===== src/hw/rtl/ucem_ram.sv =====
// ----------------------------------------------------------------------------
// ucem_ram: generic simple dual-port RAM
// One write port and one read port with registered read data.
// ----------------------------------------------------------------------------
module ucem_ram #(
   parameter int Width = 64,
   parameter int Depth = 16
) (
   input  logic                     clock,
   input  logic                     wr_en,
   input  logic [$clog2(Depth)-1:0] wr_addr,
   input  logic [Width-1:0]         wr_data,
   input  logic [$clog2(Depth)-1:0] rd_addr,
   output logic [Width-1:0]         rd_data
);

   logic [Width-1:0] mem [Depth];
   logic [Width-1:0] rd_data_ff;

   always_ff @(posedge clock) begin
      if (wr_en) begin
         mem[wr_addr] <= wr_data;
      end
      rd_data_ff <= mem[rd_addr];
   end

   assign rd_data = rd_data_ff;

endmodule


===== config.mk =====
export PLATFORM = sky130hd
export DESIGN_NAME = ucem_ram
export DESIGN_NICKNAME = d
export VERILOG_FILES = /design/src/hw/rtl/ucem_ram.sv
export SDC_FILE = /design/constraint.sdc
export NUM_CORES = 1
export LEC_CHECK = 0
export BUFFER_PORTS_ARGS = -buffer_cell sky130_fd_sc_hd__buf_4
export CAP_MARGIN = 25
export CORE_ASPECT_RATIO = 0.5
export CORE_UTILIZATION = 50
export DETAILED_ROUTE_END_ITERATION = 10
export PLACE_DENSITY_LB_ADDON = 0.05
export SYNTH_ARGS = -nofsm -noshare
export SYNTH_HDL_FRONTEND = slang
export SYNTH_SLANG_ARGS = --single-unit

===== constraint.sdc =====
create_clock -name clock -period 20.2 [get_ports clock]
set_input_delay 4.04 -clock clock [delete_from_list [all_inputs] [get_ports clock]]
set_output_delay 4.04 -clock clock [all_outputs]
set_load 0.05 [all_outputs]

==> out/metrics.cfg <==
[run_status]
status=complete, no violations

[die]
start_util_pct=50.85
die_y_um=201.0
rows=72
die_area_um2=80360
die_x_um=399.9
core_region_area_um2=77830
io-pin-count=138

[sta]
drv_slew=0
fmax_ghz=0.1521
rsz0062_at_grt=no
layout_min_cycle_time_ns=6.573
slew_headroom_pct=28.59
hold_viol=0
final.period_utilization_pct=32.54
finalSetupViolations=0
fin_setup_tns_ns=0
clock_skew_ns=0.02214
holdWs_ns=0.6676
worst_pin_slew_ns=1.071

[clocking]
path_clk_slew_ns=0.06
ctsResizeCount=0
post_cts_buffers=0
htree_levels=3
clock_path_buffers=3
clock_sink_count=1088
cts_hold_buf=0
clock-root-buffer=clkbuf_16
cts_tree=built
numCtsBuffers=93
clock_latency_ns=0.67

[critical_path]
cp_common_cell=buf_4
max_stage_delay_ns=0.78
worst_r2r_endpoint=rd_data[14]
cp-start-kind=input pin
r2r-start=mem[11][14]
path_cells=buf_8 > buf_4 > buf_16 > buf_4 > mux4_2 > a22oi_1 > nand2_1
worstRegToRegCells=3
cp_slowest_cell=buf_4
startpoint=rd_addr[0]
criticalPathCategory=input pin to flip-flop
end_kind=flip-flop
arrival_ns=7.10
ff2ff_setup_slack_ns=18.83
cp_num_buf_inv=4
required_ns=20.73
cp_max_fo=79
cpLargestDelayFamily=buffers and inverters

[logic_synthesis]
ys_ff_latch=1088
synth_top_area_share_pct=77.69
synth_area_um2=39580
synth_area_leaders=edfxtp_1 78%, mux4_2 15%, dfxtp_1 3.2%
synth_area_leader_cell=edfxtp_1
ys_warn_count=0
yosysMostFrequentCell=edfxtp_1
synth_cells=1647
yosysSeqAreaShare_pct=80.92
ys.flop_type=edfxtp_1
avgSynthCellArea_um2=24.03
synth_nets=1721
synth.top_cells.by_count=1024 x edfxtp_1, 256 x mux4_2, 128 x a22oi_1
synth_cell_type_count=18
synth_edf_count=1024
synthArstFlopShare_pct=0

[route]
drt_iter0_drc=1916
drc_errors=0
ant_nets=0
wl_um=88140
dr.pass1.iters=5
vias_per_cell=5.987
num_vias=17690
routedWlPerCell_um=29.84

[worst_hold_path]
hold_class=flip-flop to flip-flop
min_path_cells=3
hold_end=rd_data[3]
min_from=mem[14][3]

[place]
port_buffers=137
hpwl_um=42880
routabilityCongestion=0.7224

[pwr]
vdd_drop_max_v=0.00006144
leakagePower_nw=14.38
cellPowerDensity_nw_per_um2=102.0

[final_layout]
area_growth_pct=13.59
drive_above_1_share_pct=30.90
layout.nets=1914

[global_routing]
grt_max_degree=159
grt_pass1_wl_um=127900
antenna_found_initial=2
grt_overflow_total=0
grt_pass1_vias=18740
grt_util_all_layers_pct=22.53

[flow_run]
maxCapViolations=0

-- metrics by stage --
stage / std cells / worst slack [ns] / cell area, um2 / power [mW] / util [%]
after detailed placement: 2780 / 12.42 / 41950 / 2.868 / 53.89
final: 2954 / 13.63 / 44960 / 4.588 / 57.76
after global placement: 2780 / 12.48 / 41950 / 2.859 / 53.89
after CTS: 2951 / 13.13 / 44930 / 4.628 / 57.72
after floorplan: 1647 / 10.73 / 39580 / 2.758 / -
after global routing: 2954 / 13.28 / 44960 / 4.735 / 57.76
-- how the worst max path moves through the flow --
stage | to | slack (ns) | depth (start not counted)
finish | rd_data[41] | 13.63 | 7
global route | rd_data[41] | 13.28 | 7
CTS | rd_data[41] | 13.13 | 6
detailed placement | rd_data[41] | 12.42 | 6
global placement | rd_data[34] | 12.48 | 6
floorplan | mem[0][0] | 10.73 | 2
-- logic make-up after synthesis --
kind of cell,after synthesis,share of synthesized area [%]
DFF,1088,80.92
muxes,256,14.57
AOI/OAI and AO/OA,128,2.428
and+or+nand+nor,91,0.9420
buffers and inverters,84,1.141
-- cell usage in the layout (no fill, tap or decap), types with 3 or more instances in the layout --
cell type / Yosys / routed
edfxtp_1: 1024 / 1024
mux4_2: 256 / 256
buf_4: 6 / 178
a22oi_1: 128 / 128
clkbuf_16: 0 / 95
nand2_1: 65 / 65
dfxtp_1: 64 / 64
clkinv_1: 0 / 23
clkinv_2: 0 / 19
clkbuf_1: 36 / 15
nor2_4: 0 / 13
bufinv_16: 0 / 8
clkbuf_8: 0 / 6
nor3_2: 0 / 4
clkinvlp_4: 0 / 3
-- flip-flops by register name, summed over array words and instances, names as in the netlist --
signal	cells
mem	1024
rd_data	64
-- routing by layer --
| layer | wire length [um] | global-route usage, % | vias up |
|---|---|---|---|
| met5 | 0 | 0 | - |
| met4 | 1667 | 5.636 | 0 |
| met3 | 4634 | 3.612 | 113 |
| met2 | 44380 | 37.14 | 503 |
| met1 | 37460 | 31.79 | 9636 |
| li1 | - | - | 7434 |
-- power by group --
group	internal, mW	leakage (nW)	switching, mW
logic	0.101	3.12	0.176
clock network	0.985	1.47	0.788
registers	2.52	9.79	0.0153
total	3.61	14.4	0.980
-- layout make-up --
cell class,count,area (um2)
multi-input combinational,475,7234
fill,5667,32870
tap,1036,1296
antenna,2,5.005
timing repair buffer,182,1414
clock inverter,55,464.2
sequential,1088,32030
clock buffer,116,2516
-- worst reg2reg max path, stage by stage (launching register included) --
cell,delay [ns]
edfxtp_1,0.36
mux4_2,0.46
a22oi_1,0.24
nand2_1,0.16
(Power assumes the default switching activity.)
